<file path="config.mk">
export PLATFORM = sky130hd
export DESIGN_NAME = pqd_out
export DESIGN_NICKNAME = d
export VERILOG_FILES = /design/src/sv/pqd_pkg.sv /design/src/sv/pqd_out.sv
export SDC_FILE = /design/constraint.sdc
export NUM_CORES = 1
export LEC_CHECK = 0
export BUFFER_PORTS_ARGS = -buffer_cell sky130_fd_sc_hd__buf_2
export CORE_ASPECT_RATIO = 2
export CORE_UTILIZATION = 25
export CTS_CLUSTER_DIAMETER = 50
export DETAILED_ROUTE_END_ITERATION = 12
export PLACE_DENSITY = 0.57
export SLEW_MARGIN = 15
export SYNTH_ARGS = -nofsm -noshare
export SYNTH_HDL_FRONTEND = slang
export SYNTH_SLANG_ARGS = --single-unit
</file>
<file path="constraint.sdc">
create_clock -name clk -period 0.8 [get_ports clk]
set_clock_uncertainty 0.1 [all_clocks]
set_input_delay 0.12 -clock clk [delete_from_list [all_inputs] [get_ports clk]]
set_output_delay 0.12 -clock clk [all_outputs]
set_load 0.01 [all_outputs]
</file>
<file path="src/sv/pqd_pkg.sv">
// Package for the packed quaternion decoder: widths, fixed-point constants,
// slot placement codes and the structs carried along the pipeline. No dependencies.
`timescale 1ns / 1ps

package pqd_pkg;

	localparam int WORD_W     = 16;
	localparam int MAG_W      = 17;             // |v| reaches 32768
	localparam int SCALE_W    = 17;
	localparam int M_W        = 32;             // stored magnitude, 32 fraction bits
	localparam int SQ_W       = 60;             // (m*m) >> 4
	localparam int SUM_W      = 61;
	localparam int RAD_W      = 62;             // radicand padded to whole bit pairs
	localparam int ROOT_W     = 31;
	localparam int REM_W      = 33;
	localparam int SQRT_STEPS = RAD_W / 2;
	localparam int PQD_LATENCY = SQRT_STEPS + 5;

	// round(0.70710678118 * 2^32 / 32767)
	localparam logic [SCALE_W-1:0] SCALE_Q32 = 17'd92685;
	localparam logic [WORD_W-1:0]  WORD_MASK = 16'hFFFE;
	localparam logic [14:0]        Q15_MAX   = 15'h7FFF;

	// {word_b[0], word_a[0]} picks where the rebuilt component lands
	typedef enum logic [1:0] {
		SLOT_ABCD = 2'b00,
		SLOT_BCDA = 2'b01,
		SLOT_CDAB = 2'b10,
		SLOT_DABC = 2'b11
	} slot_t;

	typedef struct packed {
		logic signed [WORD_W-1:0] comp_a;
		logic signed [WORD_W-1:0] comp_b;
		logic signed [WORD_W-1:0] comp_c;
		slot_t                    slot;
		logic                     neg_d;
	} side_t;

	typedef struct packed {
		logic [REM_W-1:0]  rem;
		logic [ROOT_W-1:0] root;
		logic [RAD_W-1:0]  rad;
	} sqrt_t;

endpackage

</file>
<file path="src/sv/pqd_out.sv">
// Output stage: rounds and saturates the root, applies its sign, places the
// four components into slots and registers the result beat. Depends on pqd_pkg.
`timescale 1ns / 1ps

module pqd_out import pqd_pkg::*; (
	input  logic                     clk,
	input  logic                     arst_n,
	input  logic                     vld_i,
	input  side_t                    side_i,
	input  logic [ROOT_W-1:0]        root_i,
	output logic                     done,
	output logic signed [WORD_W-1:0] quat_x,
	output logic signed [WORD_W-1:0] quat_y,
	output logic signed [WORD_W-1:0] quat_z,
	output logic signed [WORD_W-1:0] quat_w
);

	logic [ROOT_W:0]          dsum;
	logic [MAG_W-1:0]         dm;
	logic [14:0]              dmag;
	logic signed [WORD_W-1:0] d;
	logic signed [WORD_W-1:0] q0, q1, q2, q3;
	logic                     done_q;
	logic signed [WORD_W-1:0] quat_x_q, quat_y_q, quat_z_q, quat_w_q;

	always_comb begin
		dsum = {1'b0, root_i} + (ROOT_W+1)'(32'h4000);
		dm   = dsum[ROOT_W:15];
		// a rebuilt component of exactly one saturates
		dmag = (dm[MAG_W-1] | dm[MAG_W-2]) ? Q15_MAX : dm[14:0];
		d    = side_i.neg_d ? -$signed({1'b0, dmag}) : $signed({1'b0, dmag});

		unique case (side_i.slot)
			SLOT_ABCD: begin
				q0 = side_i.comp_a; q1 = side_i.comp_b; q2 = side_i.comp_c; q3 = d;
			end
			SLOT_BCDA: begin
				q0 = side_i.comp_b; q1 = side_i.comp_c; q2 = d; q3 = side_i.comp_a;
			end
			SLOT_CDAB: begin
				q0 = side_i.comp_c; q1 = d; q2 = side_i.comp_a; q3 = side_i.comp_b;
			end
			SLOT_DABC: begin
				q0 = d; q1 = side_i.comp_a; q2 = side_i.comp_b; q3 = side_i.comp_c;
			end
			default: begin
				q0 = side_i.comp_a; q1 = side_i.comp_b; q2 = side_i.comp_c; q3 = d;
			end
		endcase
	end

	always_ff @(posedge clk or negedge arst_n) begin
		if (!arst_n) begin
			done_q <= 1'b0;
		end else begin
			done_q <= vld_i;
		end
	end

	always_ff @(posedge clk) begin
		quat_x_q <= q0;
		quat_y_q <= q1;
		quat_z_q <= q2;
		quat_w_q <= q3;
	end

	assign done   = done_q;
	assign quat_x = quat_x_q;
	assign quat_y = quat_y_q;
	assign quat_z = quat_z_q;
	assign quat_w = quat_w_q;

endmodule

</file>
==> reports/metrics.cfg <==
[status]
status = complete, but fails checks
violations = hold timing, setup timing

[clock_tree]
clk_pin_slew_ps = 50
cts-root-buf = clkbuf_16
cts_tree = yes
cts_hold_buf = 2
htree_levels = 3
cts_buffers = 9
clkSinkCount = 65
cts_buffer_depth = 2

[yosys]
ys_types = 62
ys_ff_latch = 65
synth_most_common_cell = dfxtp_1
synth_edf_count = 0
ys.warnings.count = 0
ys.flop_type = dfxtp_1
synthCells = 421
yosysSeqAreaShare = 0.349
synth_top_area_share = 0.343
synth_area_per_cell_um2 = 8.88
synth.top_cells.by_count = dfxtp_1, mux2i_1, nand2_1
syn_area_um2 = 3740
synthArstFlopShare = 0.0154
synth_area_leader_cell = dfxtp_1
synth_nets = 508
synth_area_leaders = dfxtp_1, mux2i_1, o21ai_0, xnor2_1, mux4_2

[grt]
grtUsageTotal = 0.175
grt_max_degree = 31
grt_pass1_vias = 4251
grt_first_pass_wirelength_mm = 20.8
antenna_found_initial = 1
overflow = 0

[final_layout]
layout.nets = 745
area_growth_pct = 77.6
post-route-util = 0.458
drive_above_1_share = 0.606

[place]
dp_hpwl_mm = 10.4
gp_routability_congestion = 0.874
portBuffers = 135

[die]
die-width_um = 88.5
coreArea_um2 = 14500
die_h_um = 175
num_io_pins = 150
die_area_um2 = 15500
initial_utilization = 0.258
rows = 62

[pwr]
p_seq_frac = 0.359
power.leakage_nw = 2.84
power_mw = 10.6
p_per_area_nw_per_um2 = 1590
switchingPower_mw = 3.11
ir_drop_mv = 0.857
internal_power_mw = 7.44
pwr-share-clk = 0.336
power_frac_comb = 0.304
p_sw_frac = 0.295

[timing]
hold_viol_final = 5
hold_ws_ps = -10.7
rsz0062_at_grt = true
drv_slew = 0
setup_violations = 129
relSlewSlack = 0.603
fmax_mhz = 396
fin_crit_ps = 2520
worst_slew_pin_slew_ps = 594
fin_crit_sh = 3.15
layout_setup_ws_ps = -1720

[worst_hold_path]
worstHoldPathType = input port to register

[route]
drt_pre_antenna_iters = 5
antenna_left = 0
dr.first_iter.drc_count = 186
routed_wl_mm = 13.9
drc = 0
vias_per_cell = 5.00
routedWlPerCell_um = 16.2
routed-via-count = 4271

[critical_path]
crit_chain = buf_8, ha_4, nand4_1, nor4_4, mux2_4, nor2_4, ha_4, o21ai_4, a31oi_4, nand2_4, o31ai_4, xnor2_2, mux4_2
arrival_ps = 2610
cp-end-kind = register
cp_slowest_cell = mux4_2
cp_common_cell = ha_4
crit_path_start_kind = input port
worstPathMaxFanout = 4
slowest_delay_ps = 470
required_ps = 890
critPathKind = input port to register

[job]
cap_viol_max_count = 0

-- per-layer routing --
layer / wire (µm) / vias up / global-route usage
li1: - / 2055 / -
met1: 4840 / 2031 / 0.173
met2: 7980 / 144 / 0.339
met3: 430 / 41 / 0.0151
met4: 605 / 0 / 0.0988
met5: 0 / - / 0
-- registers in the layout, indices dropped and copies added, names as in the netlist --
register  count
quat_w       16
quat_y       16
done          1
quat_x       16
quat_z       16
-- area by class of cell --
| class | count | area, µm² |
|---|---|---|
| tap | 192 | 240 |
| multi-input combinational | 317 | 2840 |
| antenna | 1 | 2.50 |
| inverter | 6 | 22.5 |
| clock buffer | 10 | 239 |
| fill | 1365 | 7870 |
| timing repair buffer | 259 | 1920 |
| clock inverter | 5 | 32.5 |
| sequential | 65 | 1350 |
-- what timing repair did --
| action | 4_1_cts | 5_1_grt |
|---|---|---|
| hold endpoints to repair | 8 | 1 |
| buffers inserted | 11 | 11 |
| pin swaps | 25 | 27 |
| setup endpoints to repair | 129 | 129 |
| gates resized for setup | 108 | 90 |
-- cell usage in the layout (no fill, tap or decap), types with 5 or more instances in the layout --
cell type,count
o221ai_2,7
buf_6,43
clkbuf_16,9
o21ai_2,7
nand3_1,17
dfxtp_2,33
buf_4,108
xor2_1,6
a222oi_1,7
mux2_2,5
a21oi_2,5
xnor2_1,12
a21oi_1,12
nand2_1,30
nor2_1,20
o221ai_1,6
nor2b_1,6
nand4_1,7
dfxtp_1,31
nor3_1,7
o21ai_0,10
o21ai_1,11
mux2i_1,31
buf_2,100
mux4_2,6
-- worst max-delay path: cells and delay by family --
family                     cells  cell delay [ps]
AOI/OAI and AO/OA              3              460
xor gates and xnor gates       1              120
adders and majority gates      2              280
buffers and inverters          1               80
muxes                          2              840
and+or+nand+nor                4              710
-- power groups by stage --
| stage | Combinational (mW) | Sequential (mW) | Clock, mW |
|---|---|---|---|
| 2_1_floorplan | 1.06 | 3.96 | 0 |
| 3_3_place_gp | 2.45 | 3.77 | 0 |
| 3_5_place_dp | 2.50 | 3.78 | 0 |
| 4_1_cts | 2.86 | 3.76 | 3.63 |
| 5_1_grt | 3.44 | 3.82 | 3.73 |
| 6_report | 3.21 | 3.79 | 3.55 |
-- final timing paths --
path | from | to | slack [ps] | cells past startpoint
min in group asynchronous | arst_n | done$_DFF_PN0_ | 0 | 2
max in group asynchronous | arst_n | done$_DFF_PN0_ | 520 | 2
min | side_i[27] | quat_y[8]$_DFF_P_ | -10 | 3
max | root_i[14] | quat_w[10]$_DFF_P_ | -1720 | 13
-- logic make-up after synthesis --
family,count (synthesis),share of synthesized area
and+or+nand+nor,125,0.166
buffers and inverters,39,0.0428
adders and majority gates,2,0.00669
AOI/OAI and AO/OA,117,0.223
xor gates and xnor gates,24,0.0582
muxes,49,0.153
DFF,65,0.349
-- stage by stage --
stage / setup slack, ps / instance area (µm²) / setup TNS, ps / instances / hold WS [ps]
after floorplan: -2040 / 3790 / -95710 / 421 / -276
after global placement: -2090 / 5370 / -108770 / 819 / -206
after detailed placement: -2190 / 5370 / -111640 / 819 / -202
after CTS: -1710 / 6170 / -93840 / 844 / -21.8
after global routing: -1820 / 6640 / -102600 / 855 / -6.31
final: -1720 / 6640 / -96060 / 855 / -10.7
Power figures use the tool's default switching activity.
