==> config.mk <==
export PLATFORM = sky130hd
export DESIGN_NAME = pqd_sqrt_cell
export DESIGN_NICKNAME = d
export VERILOG_FILES = /design/src/sv/pqd_pkg.sv /design/src/sv/pqd_sqrt_cell.sv
export SDC_FILE = /design/constraint.sdc
export NUM_CORES = 1
export LEC_CHECK = 0
export BUFFER_PORTS_ARGS = -buffer_cell sky130_fd_sc_hd__buf_2
export CAP_MARGIN = 10
export CORE_AREA = 2 2 139 141
export CTS_BUF_LIST = sky130_fd_sc_hd__clkbuf_4
export DETAILED_ROUTE_END_ITERATION = 6
export DIE_AREA = 0 0 141 143
export PLACE_DENSITY = 0.63
export REMOVE_ABC_BUFFERS = 1
export SYNTH_ARGS = -nofsm -noshare
export SYNTH_HDL_FRONTEND = slang
export SYNTH_SLANG_ARGS = --single-unit
export TNS_END_PERCENT = 100
==> constraint.sdc <==
create_clock -name clk -period 1.4 [get_ports clk]
set_input_delay 0.42 -clock clk [delete_from_list [all_inputs] [get_ports clk]]
set_output_delay 0.42 -clock clk [all_outputs]
set_load 0.01 [all_outputs]
==> src/sv/pqd_pkg.sv <==
// Package for the packed quaternion decoder: widths, fixed-point constants,
// slot placement codes and the structs carried along the pipeline. No dependencies.
`timescale 1ns / 1ps

package pqd_pkg;

	localparam int WORD_W     = 16;
	localparam int MAG_W      = 17;             // |v| reaches 32768
	localparam int SCALE_W    = 17;
	localparam int M_W        = 32;             // stored magnitude, 32 fraction bits
	localparam int SQ_W       = 60;             // (m*m) >> 4
	localparam int SUM_W      = 61;
	localparam int RAD_W      = 62;             // radicand padded to whole bit pairs
	localparam int ROOT_W     = 31;
	localparam int REM_W      = 33;
	localparam int SQRT_STEPS = RAD_W / 2;
	localparam int PQD_LATENCY = SQRT_STEPS + 5;

	// round(0.70710678118 * 2^32 / 32767)
	localparam logic [SCALE_W-1:0] SCALE_Q32 = 17'd92685;
	localparam logic [WORD_W-1:0]  WORD_MASK = 16'hFFFE;
	localparam logic [14:0]        Q15_MAX   = 15'h7FFF;

	// {word_b[0], word_a[0]} picks where the rebuilt component lands
	typedef enum logic [1:0] {
		SLOT_ABCD = 2'b00,
		SLOT_BCDA = 2'b01,
		SLOT_CDAB = 2'b10,
		SLOT_DABC = 2'b11
	} slot_t;

	typedef struct packed {
		logic signed [WORD_W-1:0] comp_a;
		logic signed [WORD_W-1:0] comp_b;
		logic signed [WORD_W-1:0] comp_c;
		slot_t                    slot;
		logic                     neg_d;
	} side_t;

	typedef struct packed {
		logic [REM_W-1:0]  rem;
		logic [ROOT_W-1:0] root;
		logic [RAD_W-1:0]  rad;
	} sqrt_t;

endpackage

==> src/sv/pqd_sqrt_cell.sv <==
// One square-root cell: retires one root bit per clock and hands its
// partial remainder, root and radicand on to the next cell. Depends on pqd_pkg.
`timescale 1ns / 1ps

module pqd_sqrt_cell import pqd_pkg::*; (
	input  logic  clk,
	input  logic  arst_n,
	input  logic  vld_i,
	input  side_t side_i,
	input  sqrt_t sq_i,
	output logic  vld_o,
	output side_t side_o,
	output sqrt_t sq_o
);

	logic [REM_W+1:0] cur, trial, diff;
	logic             ge;
	sqrt_t            nxt;
	logic             vld_q;
	side_t            side_q;
	sqrt_t            sq_q;

	always_comb begin
		cur      = {sq_i.rem, sq_i.rad[RAD_W-1 -: 2]};
		trial    = (REM_W+2)'({sq_i.root, 2'b01});
		diff     = cur - trial;
		ge       = (cur >= trial);
		nxt.rem  = ge ? diff[REM_W-1:0] : cur[REM_W-1:0];
		nxt.root = {sq_i.root[ROOT_W-2:0], ge};
		nxt.rad  = {sq_i.rad[RAD_W-3:0], 2'b00};
	end

	always_ff @(posedge clk or negedge arst_n) begin
		if (!arst_n) begin
			vld_q <= 1'b0;
		end else begin
			vld_q <= vld_i;
		end
	end

	always_ff @(posedge clk) begin
		side_q <= side_i;
		sq_q   <= nxt;
	end

	assign vld_o  = vld_q;
	assign side_o = side_q;
	assign sq_o   = sq_q;

endmodule

==> results of run 1 <==
-- registers in the layout (all words and copies together), names as in the netlist --
signal,count
vld_o,1
side_o,51
sq_o,124
-- report_power, final --
part	leakage [nW]	internal (mW)	switching [mW]
Clock	0.174	1.18	2.05
Combinational	4.26	2.18	1.59
Sequential	1.49	5.49	0.196
-- stage by stage --
| step | std cells | power (mW) | hold slack [ns] | setup TNS [ns] |
|---|---|---|---|---|
| 4_1_cts | 1462 | 12.3 | 0.0197 | -35.92 |
| 6_report | 1467 | 12.7 | 0.0579 | -34.26 |
| 5_1_grt | 1466 | 13.3 | 0.00913 | -48.35 |
| 2_1_floorplan | 552 | 6.98 | 0.124 | -37.70 |
| 3_5_place_dp | 1277 | 8.40 | 0.197 | -44.21 |
| 3_3_place_gp | 1277 | 8.37 | 0.198 | -43.23 |
-- cell families (layout without fill, tap and decap cells) --
family	Yosys count	in the layout
multiplexers	28	28
flip-flops	176	176
AO/OA/AOI/OAI	127	127
buffers and inverters	65	729
adder cells (fa/ha/maj)	33	33
XOR/XNOR	24	24
other	1	5
AND/OR/NAND/NOR	111	111
-- area by class of cell --
cell class / instances / area (µm²) / share of cell area, %
Clock buffer: 18 / 135 / 1.09
Timing Repair Buffer: 643 / 5030 / 40.4
Inverter: 51 / 213 / 1.71
Timing Repair inverter: 3 / 62.6 / 0.502
Sequential cell: 176 / 3660 / 29.4
Tap cell: 234 / 293 / 2.35
Multi-Input combinational cell: 325 / 2860 / 22.9
Clock inverter: 14 / 188 / 1.51
Antenna cell: 3 / 7.51 / 0.0603
-- cell usage after synthesis, types with 4 or more instances --
cell / number
nand4_1: 6
o31ai_1: 6
o21bai_1: 5
nand3_1: 12
nor3_1: 11
mux2_4: 18
nor4_1: 5
buf_2: 5
o211ai_1: 10
ha_1: 33
and3_1: 4
xnor2_1: 22
a21o_1: 4
mux2i_1: 4
a211oi_1: 4
dfxtp_1: 175
mux2_2: 6
a21oi_1: 37
nor2_1: 27
o21ai_0: 20
nand2b_1: 6
inv_1: 50
nand2_1: 30
o21a_1: 7
-- worst max-delay path by stage --
stage                   endpoint  slack [ns]  cells after the start
2_1_floorplan  sq_o[100]$_DFF_P_       -1.22                     10
3_3_place_gp   sq_o[115]$_DFF_P_       -1.34                     13
3_5_place_dp   sq_o[101]$_DFF_P_       -1.37                     11
4_1_cts        sq_o[100]$_DFF_P_       -0.59                     11
5_1_grt        sq_o[100]$_DFF_P_       -0.71                     11
6_report       sq_o[100]$_DFF_P_       -0.68                     11
-- layer usage --
metal / wire length [µm] / up-vias
met5: 12 / -
met4: 906 / 2
met3: 1730 / 66
met2: 13900 / 270
met1: 9490 / 3208
li1: - / 3277
-- what timing repair did --
item                                   in CTS  in global routing
gates cloned                                3                  0
gates resized for setup                   141                186
pin swaps                                  23                 11
buffers inserted                            7                  3
endpoints found under the hold margin     143                  0
setup endpoints to repair                 210                210
hold buffers                              143                  0
==> results_dict.tcl, run 1 <==
set metrics [dict create \
    outcome "complete, but fails checks" \
    violations "negative setup slack" \
    place_hpwl_um 16300 \
    place.gp.congestion 0.897 \
    critical_path_class "primary input to register" \
    fmax_ghz 0.480 \
    synthAdderAreaFrac_pct 6.56 \
    pin_count 358 \
    dr.pass1.iters 4 \
    ys_seq_elements 176 \
    grt_pass1_vias 7071 \
    final_util_pct 67.0 \
    fin_ws_ns -0.684 \
    hp-start "sq_i[121]" \
    ctsHtreeMaxLevel 4 \
    yosysTopAreaCell "dfxtp_1" \
    routedWlPerCell_um 17.8 \
    hold_violations 0 \
    fill_cells 1354 \
    cts.sinks 176 \
    setup_violations 210 \
    final_area_um2 12500 \
    use_met3_pct 6.47 \
    synth_top_family_by_area "compound AO/OA/AOI/OAI gates" \
    worst_setup_path_end_kind "register" \
    p_leak_nw 5.92 \
    synth_top_cell_area_share_pct 55.6 \
    cts-buffers-inserted 17 \
    rsz0062_at_grt "true" \
    grt_pass1_wl_um 36800 \
    muxShareOfSynthArea_pct 6.00 \
    core_area_um2 18600 \
    required_ns 1.87 \
    synth_area_um2 6300 \
    ir_worst_vdd_mv 0.575 \
    initial_utilization_pct 33.9 \
    hold_path_depth 2 \
    routed_wl_um 26100 \
    finalNetCount 1430 \
    cts_buffer_depth 2 \
    final_common_cell "buf_2" \
    overflow 0 \
    clk_pin_slew_worst_paths_ns 0.17 \
    drt-vias-per-instance 4.65 \
    die_h_um 143 \
    slowest_stage "or4_1" \
    path_max_fanout 6 \
    synth_cell_type_count 61 \
    synth_simple_gate_area_share_pct 8.62 \
    maxSlewHeadroom_pct 65.0 \
    grt_usage_pct 23.7 \
    first_iter_violations 226 \
    cts_tree "yes" \
    layout-drive-gt1-share_pct 59.0 \
    die_x_um 141 \
    ys_dominant_reg_cell "dfxtp_1" \
    grt_use_met2_pct 43.2 \
    synth.area.top_cells "dfxtp_1 56%, ha_1 6.6%, mux2_4 4.3%, xnor2_1 3.1%, inv_1 3.0%" \
    antenna_found_initial 4 \
    path_buf_inv 5 \
    detailroute.via_count 6823 \
    grt_max_degree 19 \
    worstPathArrival_ns 2.55 \
    crit_path_start "sq_i[68]" \
    synth_area_per_cell_um2 11.1 \
    holdPathEnd "sq_o[123]$_DFF_P_" \
    post-route-drc-count 0 \
    slew_violations 0 \
    slowest_delay_ns 0.39 \
    portBuffers 355 \
    period_share_pct 149 \
    place_ws_ns -1.37 \
    final_antenna_net_count 0 \
    synth_xor_xnor_area_share_pct 3.34 \
    mostFrequentLayoutCells "244 x buf_2, 143 x dlygate4sd3_1, 140 x buf_4" \
    grt_util_met1_pct 25.6 \
    yosysWarnings 0 \
    min_period_ns 2.08 \
    start_kind "primary input" \
    crit_chain "buf_2, inv_1, ha_1, nand4_1, buf_4, or4_1, o21a_1, o21a_4, buf_12, inv_12, mux2_4" \
    synth-edff-count 0 \
    critPathTopFamily "simple AND/OR/NAND/NOR gates" \
    fp.dieArea_um2 20200 \
    powerDensity_nw_per_um2 1020 \
    worst_slew_pin_slew_ns 0.512 \
    core.rowCount 50 \
    async_reset_ff_share_pct 0.568 \
    drv_cap 0 \
    grt.busiest_layer "met2" \
    synth-compound-area-share_pct 14.1 \
    min_path_type "primary input to register" \
    areaGrowthSynthToFinish_pct 97.8 \
    synthCells 565 \
    ys_seq_area_share_pct 56.0 \
    cts_root_buf "clkbuf_4" \
    place_area_um2 9260 \
]
Power figures use the tool's default switching activity.
==> run 2, diff against run 1 <==
Settings changed: BUFFER_PORTS_ARGS -buffer_cell sky130_fd_sc_hd__buf_2 to unset, CORE_AREA 2 2 139 141 to 2 2 138 140, DIE_AREA 0 0 141 143 to 0 0 140 142, DONT_BUFFER_PORTS set to 1, PLACE_DENSITY 0.63 to 0.47, RECOVER_POWER set to 25.
==> results_dict.tcl, run 2 (synthesis results as in run 1) <==
set metrics [dict create \
    period_share_pct 142 \
    fill_cells 1529 \
    start_kind "primary input" \
    cpMostUsedCell "inv_12" \
    areaGrowthSynthToFinish_pct 64.8 \
    slowest_stage "or4_4" \
    core_area_um2 18500 \
    fp.dieArea_um2 19900 \
    fin_total_pwr_mw 11.3 \
    setup_violations 38 \
    finalNetCount 1094 \
    drv_cap 0 \
    path_max_fanout 6 \
    powerDensity_nw_per_um2 1090 \
    required_ns 1.86 \
    place.gp.congestion 0.881 \
    worstPathArrival_ns 2.45 \
    overflow 0 \
    cts-buffers-inserted 17 \
    p_leak_nw 4.36 \
    hold_violations 0 \
    first_iter_violations 217 \
    worst_slew_pin_slew_ns 0.493 \
    place_ws_ns -1.31 \
    final_antenna_net_count 0 \
    crit_chain "inv_12, ha_4, nor3b_4, nand4_1, or4_4, o21a_1, o21a_4, buf_12, inv_12, mux2_4" \
    drt-vias-per-instance 4.81 \
    portBuffers 0 \
    cts_buffer_depth 2 \
    cts_tree "yes" \
    slowest_delay_ns 0.53 \
    slew_violations 0 \
    cts_root_buf "clkbuf_4" \
    holdWs_ns 0.0945 \
    grt_pass1_wl_um 33000 \
    violations "design-rule violations, negative setup slack" \
    min_period_ns 1.99 \
    critPathTopFamily "simple AND/OR/NAND/NOR gates" \
    detailroute.via_count 5426 \
    clk_pin_slew_worst_paths_ns 0.16 \
    critical_path_class "primary input to register" \
    fin_cells 1129 \
    path_buf_inv 3 \
    grt_pass1_vias 5796 \
    pin_count 358 \
    core.rowCount 50 \
    die_x_um 140 \
    place_hpwl_um 15200 \
    rsz0062_at_grt "true" \
    maxSlewHeadroom_pct 66.8 \
    die_h_um 142 \
    largest_reg_flops 124 \
    routed_wl_um 22700 \
    cts.sinks 176 \
    outcome "complete, but fails checks" \
    min_path_type "primary input to register" \
    routedWlPerCell_um 20.1 \
    ir_worst_vdd_mv 0.522 \
    post-route-drc-count 25 \
    final_common_cell "dlygate4sd3_1" \
    initial_utilization_pct 34.1 \
    grt_usage_pct 21.9 \
    layout-drive-gt1-share_pct 49.1 \
    dr.pass1.iters 7 \
    dp.cells 905 \
    worst_setup_path_end_kind "register" \
    mostFrequentLayoutCells "175 x dlygate4sd3_1, 157 x dfxtp_2, 128 x buf_4" \
    antenna_found_initial 1 \
    fin_ws_ns -0.592 \
    fmax_ghz 0.502 \
    grt_max_degree 19 \
    ctsHtreeMaxLevel 4 \
]
-- run 2: changes by cell type in the layout (fill, tap and decap cells not counted), moves of 4 or more --
cell,previous run,this run
buf_2,244,0
o21ai_1,8,4
buf_4,140,128
buf_6,112,3
dfxtp_1,69,1
dfxtp_2,105,157
dlygate4sd3_1,143,175
dfxtp_4,1,17
-- run 2: where the power goes --
group,switching (mW),internal [mW]
Clock,2.00,0.799
Combinational,1.06,1.47
Sequential,0.452,5.53
-- run 2: layout make-up --
cell class | count | area (µm²) | share of cell area [%]
Clock inverter | 15 | 148 | 1.42
Tap cell | 234 | 293 | 2.82
Clock buffer | 17 | 128 | 1.23
Timing Repair Buffer | 307 | 2770 | 26.7
Multi-Input combinational cell | 325 | 2980 | 28.7
Sequential cell | 176 | 3790 | 36.5
Antenna cell | 1 | 2.50 | 0.0241
Inverter | 51 | 228 | 2.19
Timing Repair inverter | 3 | 48.8 | 0.470
-- run 2: repair_timing --
item,in CTS,in global routing
pin swaps,20,21
endpoints found under the setup margin,210,209
gates resized for setup,248,53
cloned,3,0
setup buffers,8,8
hold endpoints to repair,174,0
hold buffers,175,0
-- run 2: per-layer routing --
layer	wire length, µm	share of wire [%]	track usage (%)
met1	8850	39	24.5
met2	11700	52	39.5
met3	1680	7.4	7.13
met4	452	2.0	7.39
met5	0	0	0
-- run 2: stage by stage --
stage / utilization (%) / instance area (µm²) / TNS (ns)
detailed placement: 39.9 / 7360 / -41.83
global route: 56.2 / 10400 / -23.51
CTS: 54.5 / 10100 / -18.72
global placement: 39.9 / 7360 / -41.40
floorplan: - / 6170 / -37.70
finish: 56.2 / 10400 / -18.13
-- run 2: final timing paths --
check,end,slack (ns),cells after the start,start
max,sq_o[111]$_DFF_P_,-0.59,10,sq_i[92]
min,sq_o[125]$_DFF_P_,0.09,2,sq_i[123]
max in group asynchronous,vld_o$_DFF_PN0_,0.70,2,arst_n
min in group asynchronous,vld_o$_DFF_PN0_,0.60,2,arst_n
